==> config.mk <==
export PLATFORM = sky130hd
export DESIGN_NAME = pcsc_div_pipe
export DESIGN_NICKNAME = d
export VERILOG_FILES = /design/src/rtl/pcsc_pkg.sv /design/src/rtl/pcsc_div_pipe.sv
export SDC_FILE = /design/constraint.sdc
export NUM_CORES = 1
export LEC_CHECK = 0
export ABC_AREA = 1
export ABC_CLOCK_PERIOD_IN_PS = 2050
export BUFFER_PORTS_ARGS = -buffer_cell sky130_fd_sc_hd__buf_2
export CORE_UTILIZATION = 40
export DETAILED_ROUTE_END_ITERATION = 8
export GPL_TIMING_DRIVEN = 0
export SLEW_MARGIN = 20
export SYNTH_ARGS = -nofsm -noshare
export SYNTH_HDL_FRONTEND = slang
export SYNTH_SLANG_ARGS = --single-unit
export TNS_END_PERCENT = 10
==> constraint.sdc <==
create_clock -name clk -period 2.05 [get_ports clk]
set_input_delay 0.1025 -clock clk [delete_from_list [all_inputs] [get_ports clk]]
set_output_delay 0.1025 -clock clk [all_outputs]
set_load 0.05 [all_outputs]
==> src/rtl/pcsc_pkg.sv <==
// Shared constants and types of the pixel color space converter.
package pcsc_pkg;

  // Divider geometry: quotient bits, dividend and divisor widths
  localparam int QuoW   = 15;
  localparam int DvdW   = 24;
  localparam int DvsW   = 9;
  localparam int DivLat = QuoW + 1;

  // Pixel modes
  localparam logic MODE_RGB = 1'b0;
  localparam logic MODE_YCC = 1'b1;

  // Result fields that ride alongside the divider
  typedef struct packed {
    logic [15:0] luma;
    logic [15:0] cb;
    logic [15:0] cr;
    logic [7:0]  value;
    logic [7:0]  red;
    logic [7:0]  green;
    logic [7:0]  blue;
    logic        hue_zero;
    logic        sat_zero;
  } side_t;

endpackage

==> src/rtl/pcsc_div_pipe.sv <==
// Pipelined restoring divider, one quotient bit per stage.
module pcsc_div_pipe (
  input  logic                          clk,
  input  logic                          en,
  input  logic [pcsc_pkg::DvdW-1:0]     dividend_i,
  input  logic [pcsc_pkg::DvsW-1:0]     divisor_i,
  output logic [pcsc_pkg::QuoW-1:0]     quotient_o
);

  logic [pcsc_pkg::DvdW-1:0] rem_r [0:pcsc_pkg::QuoW];
  logic [pcsc_pkg::DvsW-1:0] dvs_r [0:pcsc_pkg::QuoW];
  logic [pcsc_pkg::QuoW-1:0] quo_r [0:pcsc_pkg::QuoW];
  logic [pcsc_pkg::DvdW-1:0] rem_nxt [1:pcsc_pkg::QuoW];
  logic [pcsc_pkg::QuoW-1:0] quo_nxt [1:pcsc_pkg::QuoW];

  // Trial subtract of the shifted divisor, one bit per stage, MSB first
  always_comb begin
    logic [pcsc_pkg::DvdW:0] trial;
    logic [pcsc_pkg::DvdW-1:0] shd;
    for (int k = 1; k <= pcsc_pkg::QuoW; k++) begin
      shd = pcsc_pkg::DvdW'(dvs_r[k-1]) << (pcsc_pkg::QuoW - k);
      trial = {1'b0, rem_r[k-1]} - {1'b0, shd};
      rem_nxt[k] = rem_r[k-1];
      quo_nxt[k] = quo_r[k-1];
      if (!trial[pcsc_pkg::DvdW]) begin
        rem_nxt[k] = trial[pcsc_pkg::DvdW-1:0];
        quo_nxt[k][pcsc_pkg::QuoW-k] = 1'b1;
      end
    end
  end

  // Advance all stages together
  always_ff @(posedge clk) begin
    if (en) begin
      rem_r[0] <= dividend_i;
      dvs_r[0] <= divisor_i;
      quo_r[0] <= '0;
      for (int k = 1; k <= pcsc_pkg::QuoW; k++) begin
        rem_r[k] <= rem_nxt[k];
        dvs_r[k] <= dvs_r[k-1];
        quo_r[k] <= quo_nxt[k];
      end
    end
  end

  assign quotient_o = quo_r[pcsc_pkg::QuoW];

endmodule

==> results of run 1 <==
[metal layers]
metal  vias up  GRT usage  part of all wire
met5         -          0                 0
met4         0     0.0593             0.027
met3       117     0.0234             0.035
met2       320      0.274              0.50
met1      9614      0.187              0.43
li1      10652          -                 -
[critical path, cell delays in order, from the launching register on]
cell       delay (ps)
edfxtp_1          390
inv_1              90
ha_2              200
inv_2              50
fa_2              370
nand2_2            80
nand2_2            60
nand3_2            80
nand2_4            60
nand2_4            90
nand3_4           170
inv_8             150
clkbuf_16         160
a21oi_1            50
[area by class of cell]
type / instances / area, um2 / share of cell area
inverters: 456 / 1780 / 0.0478
well taps: 1030 / 1290 / 0.0347
repair buffers: 127 / 1150 / 0.0309
multi-input cells: 1975 / 11900 / 0.321
clock inverters: 47 / 404 / 0.0109
clock buffers: 80 / 1830 / 0.0493
plain buffers: 22 / 325 / 0.00875
flip-flops and latches: 615 / 18500 / 0.497
[cell usage in the layout, fill, tap and decap left out, types with 52 or more instances in the layout]
cell         n
nand3_1    140
o21ai_1     52
nand2_1    776
nand2_2     78
clkbuf_16   76
edfxtp_1   615
a21oi_1     75
a21oi_2     61
nor2_1     257
o21ai_2     53
ha_1        82
inv_1      394
[synth_stat cells (14+ instances only)]
master,instances
fa_1,14
o21ai_1,75
inv_1,408
xnor2_1,46
nor3_1,21
nand4_1,34
o21ai_0,35
a21oi_1,111
nand3_1,151
a21oi_2,28
inv_2,37
nand2_1,837
xor2_1,41
edfxtp_1,615
nand3b_1,41
nor2_1,269
or2_1,14
ha_1,134
nand2_2,33
o21ai_2,27
[final timing paths]
check                                             start                 endpoint  slack [ps]
worst min-delay path                                 en    rem_r[0][0]$_DFFE_PP_           8
worst max register to register   rem_r[1][98]$_DFFE_PP_  rem_r[1][138]$_DFFE_PP_        -200
worst min register to register  rem_r[0][174]$_DFFE_PP_    rem_r[1][6]$_DFFE_PP_         390
worst max-delay path             rem_r[1][98]$_DFFE_PP_  rem_r[1][138]$_DFFE_PP_        -200
[through the flow]
stage	total power, mW	setup WS [ps]	utilization	std cells
after floorplan	26.1	15.4	-	3068
after global placement	29.0	-8590	0.427	4147
after detailed placement	28.9	-443	0.430	4153
after CTS	41.7	-180	0.472	4332
after global routing	45.1	-277	0.486	4352
final	42.3	-199	0.486	4352
[where the power goes]
group / internal, mW / total (mW) / switching [mW]
sequential: 16.5 / 17.9 / 1.42
combinational: 5.01 / 12.4 / 7.39
clock: 6.99 / 12.1 / 5.08
total: 28.5 / 42.3 / 13.9
[cell families (layout without fill, tap and decap cells)]
| family | after synthesis | count (layout) | share of synthesized area |
|---|---|---|---|
| AOI/OAI and AO/OA | 293 | 293 | 0.0557 |
| xor gates and xnor gates | 87 | 87 | 0.0245 |
| adders and majority gates | 148 | 148 | 0.0629 |
| buffers and inverters | 478 | 732 | 0.0636 |
| DFF | 615 | 615 | 0.593 |
| and+or+nand+nor | 1447 | 1447 | 0.200 |
[state kept, by name, summed over array words and instances, names as in the netlist]
name	cells
quo_r	120
dvs_r	135
rem_r	360
[timing repair]
action	CTS	global route
endpoints found under the hold margin	33	0
buffers inserted	17	16
endpoints found under the setup margin	207	218
pin swaps	14	26
gates cloned	2	4
hold buffers	33	0
gates resized for setup	114	209
==> results.toml, run 1 <==
[status]
status = "finished with violations"
violations = "setup timing"

[floorplanning]
initial_core_util = 0.407
die_h_um = 281
rows = 101
core_um2 = 76500
die_area_um2 = 78900
pin_count = 50
die_x_um = 281

[power_and_ir_drop]
ir_worst_vdd_v = 0.000616
power_density_nw_per_um2 = 1140
p_leak_nw = 15.0

[worst_setup_path]
endpoint_kind = "flip-flop"
crit_path_max_fanout = 6
ff2ff_path_depth = 13
crit_type = "flip-flop to flip-flop"
arrival_ps = 2620
crit_path_start_kind = "flip-flop"
crit_required_ps = 2420

[final_layout]
fin_nets = 3452
antenna_cells = 0
drive_above_1_share = 0.189
area_delta_synth_final_pct = 19.5
design_area_um2 = 37200
nFillCells = 6954

[placement]
place_area_um2 = 32800
dp_hpwl_mm = 42.4
gp_congestion = 0.861
port_buffers = 49

[clock_network]
cts_tree = "yes"
cts-root-buf = "clkbuf_16"
cts_buffers = 72
worstSkewPairLatency_ps = 630
path_clk_slew_ps = 50
cts_max_level = 3
cts_sinks = 615
clk_path_buf_depth = 3

[yosys]
ys_ff_latch = 615
avgSynthCellArea_um2 = 10.1
synthTopCellsByArea = "edfxtp_1 (59%), nand2_1 (10%), ha_1 (5.4%)"
synth-main-ff-cell = "edfxtp_1"
syn_nets = 3251
ys_warn_count = 0
synth_top_area_frac = 0.593
synth_cells = 3068
synth.largest_area_cell = "edfxtp_1"
yosysSeqAreaShare = 0.593
synth_edf_count = 615
async_reset_ff_frac = 0
netlist_area_um2 = 31100
synth_cell_types = 48

[flow_run]
cap_violations = 0

[timing]
min_period_over_period = 1.10
finalMaxSlewViolations = 0
hold_viol = 0
whs_ps = 8.03
fmax_mhz = 445
tns_ps = -6330
finalSetupViolations = 62
worstMarginPinSlew_ps = 754
skew_ps = 34.2
setup_slack_ps = -199
min_period_ps = 2250
rsz0062_at_grt = "true"
maxSlewHeadroom = 0.498

[grt]
grt_pass1_vias = 20038
grt_usage = 0.154
antenna_found_initial = 0
grt_pass1_wl_mm = 98.9
overflow = 0
grt_start_max_net_pins = 104

[routing]
vias = 20703
wl_per_cell_um = 13.9
routed_wl_mm = 60.6
dr.pass1.iters = 5
vias_per_cell = 4.76
postRouteAntennaNets = 0
drc = 0
drt_iter0_markers = 1204

[min_path]
hold_path.class = "input port to flip-flop"
hold_depth = 1
No activity file was read; power rests on OpenSTA's default activity.
==> inputs of run 2 (changes only) <==
ABC_AREA = 0   (was 1)
==> run 2 against run 1 <==
Net effect:
- the flow still finishes with violations (setup timing)
- die area shrank 11%
- sequential power barely moved
- critical path depth down 2
- clock skew decreased by 12 ps
- maximum frequency fell by 23%
- design area decreased by 7.3%
- clock power is 3% higher
- cell count down 26%
- sequential share of layout area is 3.9 points higher
- synthesized cell count is 34% lower
- area after synthesis shrank 11%
- wire length decreased by 18%
- critical path type unchanged
==> results.toml, run 2 <==
[timing]
whs_ps = 33.6
maxSlewHeadroom = 0.414
setup_slack_ps = -852
hold_viol = 0
min_period_ps = 2900
finalMaxSlewViolations = 0
skew_ps = 22.6
worstMarginPinSlew_ps = 871
rsz0062_at_grt = "true"
min_period_over_period = 1.42
tns_ps = -106060
fmax_mhz = 345
finalSetupViolations = 244

[worst_setup_path]
endpoint_kind = "flip-flop"
crit_path_start_kind = "flip-flop"
crit_path_max_fanout = 3
arrival_ps = 3240
crit_type = "flip-flop to flip-flop"
crit_required_ps = 2390

[grt]
overflow = 0
grt_usage = 0.142
grt_start_max_net_pins = 96
grt_pass1_vias = 16945
antenna_found_initial = 0
grt_pass1_wl_mm = 81.9

[yosys]
synth.largest_area_cell = "edfxtp_1"
async_reset_ff_frac = 0
syn_nets = 2196
yosysSeqAreaShare = 0.664
synth-main-ff-cell = "edfxtp_1"
synth_cell_types = 70
synth.most_common_cell = "edfxtp_1"
ys_warn_count = 0
synthTopCellsByArea = "edfxtp_1 (66%), ha_1 (6.0%), inv_1 (2.3%)"
ys_ff_latch = 615
synth.cells.most_frequent = "edfxtp_1 (615), inv_1 (174), nor2_1 (145), ha_1 (134), a21oi_1 (117)"
synth_edf_count = 615
netlist_area_um2 = 27800
avgSynthCellArea_um2 = 13.8
synth_top_area_frac = 0.664
synth_cells = 2013

[floorplanning]
core_um2 = 68700
pin_count = 50
rows = 96
die_area_um2 = 70600
die_h_um = 266
initial_core_util = 0.405
die_x_um = 266

[routing]
routed_wl_mm = 49.8
drt_iter0_markers = 891
drc = 0
postRouteAntennaNets = 0
wl_per_cell_um = 15.4
vias = 16372
vias_per_cell = 5.05
dr.pass1.iters = 5

[flow_run]
cap_violations = 0

[placement]
port_buffers = 49
post-place-ws_ps = -1450
dp_hpwl_mm = 31.3
gp_congestion = 0.800

[power_and_ir_drop]
ir_worst_vdd_v = 0.000601
power_mw = 40.2
power_density_nw_per_um2 = 1170
p_leak_nw = 12.7

[final_layout]
nFillCells = 5889
reg_top3 = "rem_r (360), dvs_r (135), quo_r (120)"
multi_input_area_um2 = 10000
largest_register_ffs = 360
area_delta_synth_final_pct = 23.9
final_cell_mix = "edfxtp_1 (615), inv_1 (168), nor2_1 (113), ha_1 (111), nand2_1 (89)"
fin_nets = 2440
ff_latch_area_um2 = 18500
top_register = "rem_r"
drive_above_1_share = 0.242
final_common_cell = "edfxtp_1"
antenna_cells = 0

[min_path]
hold_path.class = "input port to flip-flop"

[status]
violations = "setup timing"
status = "finished with violations"

[clock_network]
worstSkewPairLatency_ps = 610
clk_path_buf_depth = 3
cts-root-buf = "clkbuf_16"
cts_buffers = 72
cts_max_level = 3
path_clk_slew_ps = 60
cts_tree = "yes"
cts_sinks = 615
[run 2: changes by cell type after synthesis, sizes merged, moves of 32 or more]
cell / change
nand2: -774
inv: -276
nor2: -136
nand3: -135
mux2: +47
o21ai: -41
nand3b: -32
[run 2: path summary, 6_finish.rpt]
kind / startpoint / endpoint / slack (ps) / depth (start not counted)
setup / recovery: rem_r[0][129]$_DFFE_PP_ / rem_r[0][167]$_DFFE_PP_ / -850 / 11
hold reg to reg: rem_r[0][174]$_DFFE_PP_ / rem_r[1][6]$_DFFE_PP_ / 400 / 0
hold / removal: en / rem_r[0][4]$_DFFE_PP_ / 30 / 2
setup reg to reg: rem_r[0][129]$_DFFE_PP_ / rem_r[0][167]$_DFFE_PP_ / -850 / 11
[run 2: cell families after synthesis]
logic type / Yosys count / synth area share
compound gates: 376 / 0.0863
xor+xnor: 144 / 0.0453
fa+ha+maj: 148 / 0.0703
buf+inv: 195 / 0.0271
flops: 615 / 0.664
mux: 52 / 0.0208
simple gates: 483 / 0.0865
[run 2: power by group]
group	total, mW	switching, mW	internal (mW)
registers	17.8	1.37	16.4
logic	9.89	5.20	4.69
clock network	12.5	5.01	7.50
total	40.2	11.6	28.6
[run 2: layout make-up]
class / count / area share
Buffer: 18 / 0.00835
Inverter: 174 / 0.0190
Clock inverter: 39 / 0.0120
Tap cell: 931 / 0.0338
Timing Repair Buffer: 172 / 0.0457
Clock buffer: 87 / 0.0551
Multi-Input combinational cell: 1204 / 0.290
Sequential cell: 615 / 0.536
[run 2: repair_timing]
action,4_1_cts,5_1_grt
hold buffers,36,0
endpoints found under the setup margin,246,245
cloned,5,1
resized for setup,275,111
setup buffers,50,25
pin swaps,65,32
hold endpoints to repair,81,0
[run 2: worst max-delay path, cell delays in order (launching register included)]
cell	delay (ps)
edfxtp_1	400
inv_1	80
ha_1	160
inv_1	60
fa_2	370
a211oi_2	190
nor2_1	80
o31a_1	310
o311ai_4	310
nand2_2	120
nor4_2	180
mux2_2	380
[run 2: metal layers]
layer  wire length, um  vias up  track usage  part of all wire
li1                  -     7999            -                 -
met1             21800     8002        0.175              0.44
met2             24900      277        0.243              0.50
met3              1770       94       0.0250             0.036
met4              1310        0       0.0606             0.026
met5                 0        -            0                 0
[run 2: through the flow]
step | std cells | utilization | instance area, um2
finish | 3240 | 0.502 | 34500
floorplan | 2013 | - | 28000
global placement | 2993 | 0.428 | 29400
CTS | 3215 | 0.492 | 33800
global route | 3240 | 0.502 | 34500
detailed placement | 3000 | 0.431 | 29600
==> inputs of run 3 (changes only) <==
--- a/config.mk
+++ b/config.mk
@@ -12,4 +12,5 @@
 export DETAILED_ROUTE_END_ITERATION = 8
 export GPL_TIMING_DRIVEN = 0
+export SKIP_CTS_REPAIR_TIMING = 1
 export SLEW_MARGIN = 20
 export SYNTH_ARGS = -nofsm -noshare
==> constraint.sdc (replaced) <==
create_clock -name clk -period 2.05 [get_ports clk]
set_input_delay 0.41 -clock clk [delete_from_list [all_inputs] [get_ports clk]]
set_output_delay 0.41 -clock clk [all_outputs]
set_load 0.05 [all_outputs]
==> run 3 against run 2 <==
Net effect:
- the flow still finishes with violations (setup timing)
- sequential share of layout area is 1.0 points higher
- total power down 1.3%
- via count decreased by 1.3%
- combinational power fell by 4.9%
- setup slack gained 16 ps
- non-clock buffer count fell by 26
- sequential cell count unchanged
- register-to-register slack better by 20 ps
- clock power is essentially flat
- hold slack improved by 150 ps
- critical path depth is 3 lower
- critical path type unchanged
- highest routed layer unchanged
==> results.toml, run 3 (synthesis results as in run 2) <==
[clock_network]
cts_sinks = 615
cts_max_level = 3
cts_buffers = 72
cts-root-buf = "clkbuf_16"
worstSkewPairLatency_ps = 610
path_clk_slew_ps = 50
clk_path_buf_depth = 3
cts_tree = "yes"

[grt]
overflow = 0
grt_pass1_vias = 16033
grt_busiest_layer = "met2"
grt_util_met1 = 0.166
antenna_found_initial = 0
grt_usage = 0.132
grt_pass1_wl_mm = 76.7
use_met3 = 0.0247
grt_start_max_net_pins = 96
use_met2 = 0.223

[power_and_ir_drop]
internal-power_mw = 28.3
power_frac_clock = 0.315
power_frac_seq = 0.448
power_density_nw_per_um2 = 1170
comb_power_share = 0.237
ir_worst_vdd_v = 0.000620
p_sw_mw = 11.3
p_leak_nw = 12.4
sw_frac_of_total = 0.285

[worst_setup_path]
crit_path_max_fanout = 10
crit_required_ps = 2400
cp_cell_sequence = "ha_2, or4_4, or4_4, a2111oi_4, buf_4, o41ai_4, buf_6, mux2_2"
endpoint_kind = "flip-flop"
cp_slowest_stage_delay_ps = 520
arrival_ps = 3230
crit_path_start_kind = "flip-flop"
crit_type = "flip-flop to flip-flop"
cp_num_buf_inv = 2
crit_family = "simple AND/OR/NAND/NOR gates"
cp_slowest_cell = "or4_4"
crit_top_cell = "or4_4"

[final_layout]
area_delta_synth_final_pct = 21.5
drive_above_1_share = 0.214
largest_register_ffs = 360
antenna_cells = 0
nFillCells = 5897
top_register = "rem_r"
final_cell_count_no_fill = 3215
final_cell_mix = "edfxtp_1 (615), inv_1 (169), nor2_1 (127), ha_1 (115), nand2_1 (95)"
final_common_cell = "edfxtp_1"
fin_nets = 2415
reg_top3 = "rem_r (360), dvs_r (135), quo_r (120)"
design_area_um2 = 33800

[timing]
finalSetupViolations = 332
min_period_ps = 2890
skew_ps = 21.4
rsz0062_at_grt = "true"
min_period_over_period = 1.41
hold_viol = 0
finalMaxSlewViolations = 0
worstMarginPinSlew_ps = 1020
tns_ps = -115310
maxSlewHeadroom = 0.316
fmax_mhz = 346
setup_slack_ps = -836

[routing]
routed_wl_mm = 48.9
drt_iter0_markers = 1014
vias_per_cell = 5.03
drc = 0
wl_per_cell_um = 15.2
dr.pass1.iters = 7
vias = 16167
postRouteAntennaNets = 0

[floorplanning]
pin_count = 50
die_h_um = 266
rows = 96
die_area_um2 = 70600
core_um2 = 68700
die_x_um = 266
initial_core_util = 0.405

[status]
status = "finished with violations"
violations = "setup timing"

[flow_run]
cap_violations = 0

[min_path]
hold_path.class = "input port to flip-flop"

[placement]
dp_cells = 3000
dp_hpwl_mm = 31.3
gp_congestion = 0.800
port_buffers = 49
place_area_um2 = 29600
[run 3: cell count changes in the layout (fill, tap and decap cells not counted), moves of 6 or more]
cell / change
buf_4: -16
nor2_1: +14
o21ai_0: +14
nor2_4: -8
buf_6: +7
o21ai_2: -7
nand2_1: +6
nor2_2: -6
o21ai_1: -6
[run 3: cell type report]
cell class	instances	area [um2]	share of cell area
Inverter	174	653	0.0193
Clock inverter	39	415	0.0123
Sequential cell	615	18500	0.546
Tap cell	931	1160	0.0344
Buffer	18	208	0.00614
Clock buffer	87	1900	0.0562
Multi-Input combinational cell	1205	9690	0.287
Timing Repair Buffer	146	1320	0.0389
[run 3: power by group through the flow]
stage / combinational [mW] / clock, mW / sequential (mW)
detailed placement: 7.96 / 0 / 17.9
floorplan: 6.23 / 0 / 17.5
CTS: 8.04 / 13.0 / 17.7
global placement: 7.60 / 0 / 18.1
finish: 9.41 / 12.5 / 17.8
global route: 10.4 / 13.4 / 18.0
[run 3: routing by layer]
| metal | wire length (um) | up-vias |
|---|---|---|
| met2 | 24000 | 291 |
| li1 | - | 7945 |
| met4 | 1400 | 0 |
| met3 | 1890 | 102 |
| met1 | 21600 | 7829 |
| met5 | 0 | - |
[run 3: stage by stage]
stage / hold slack, ps / setup WS, ps / total power [mW] / util
final: 182 / -836 / 39.7 / 0.492
after global routing: 177 / -930 / 41.8 / 0.492
after CTS: -66.7 / -1480 / 38.7 / 0.464
after floorplan: 400 / -787 / 23.7 / -
after detailed placement: 405 / -1450 / 25.9 / 0.431
after global placement: 401 / -8770 / 25.7 / 0.428
[run 3: path summary, 6_finish.rpt]
check	start	end	slack, ps	cells past startpoint
max	rem_r[1][129]$_DFFE_PP_	rem_r[1][150]$_DFFE_PP_	-840	8
min	en	rem_r[0][1]$_DFFE_PP_	180	1
max reg2reg	rem_r[1][129]$_DFFE_PP_	rem_r[1][150]$_DFFE_PP_	-840	8
min reg2reg	rem_r[0][174]$_DFFE_PP_	rem_r[1][6]$_DFFE_PP_	410	0
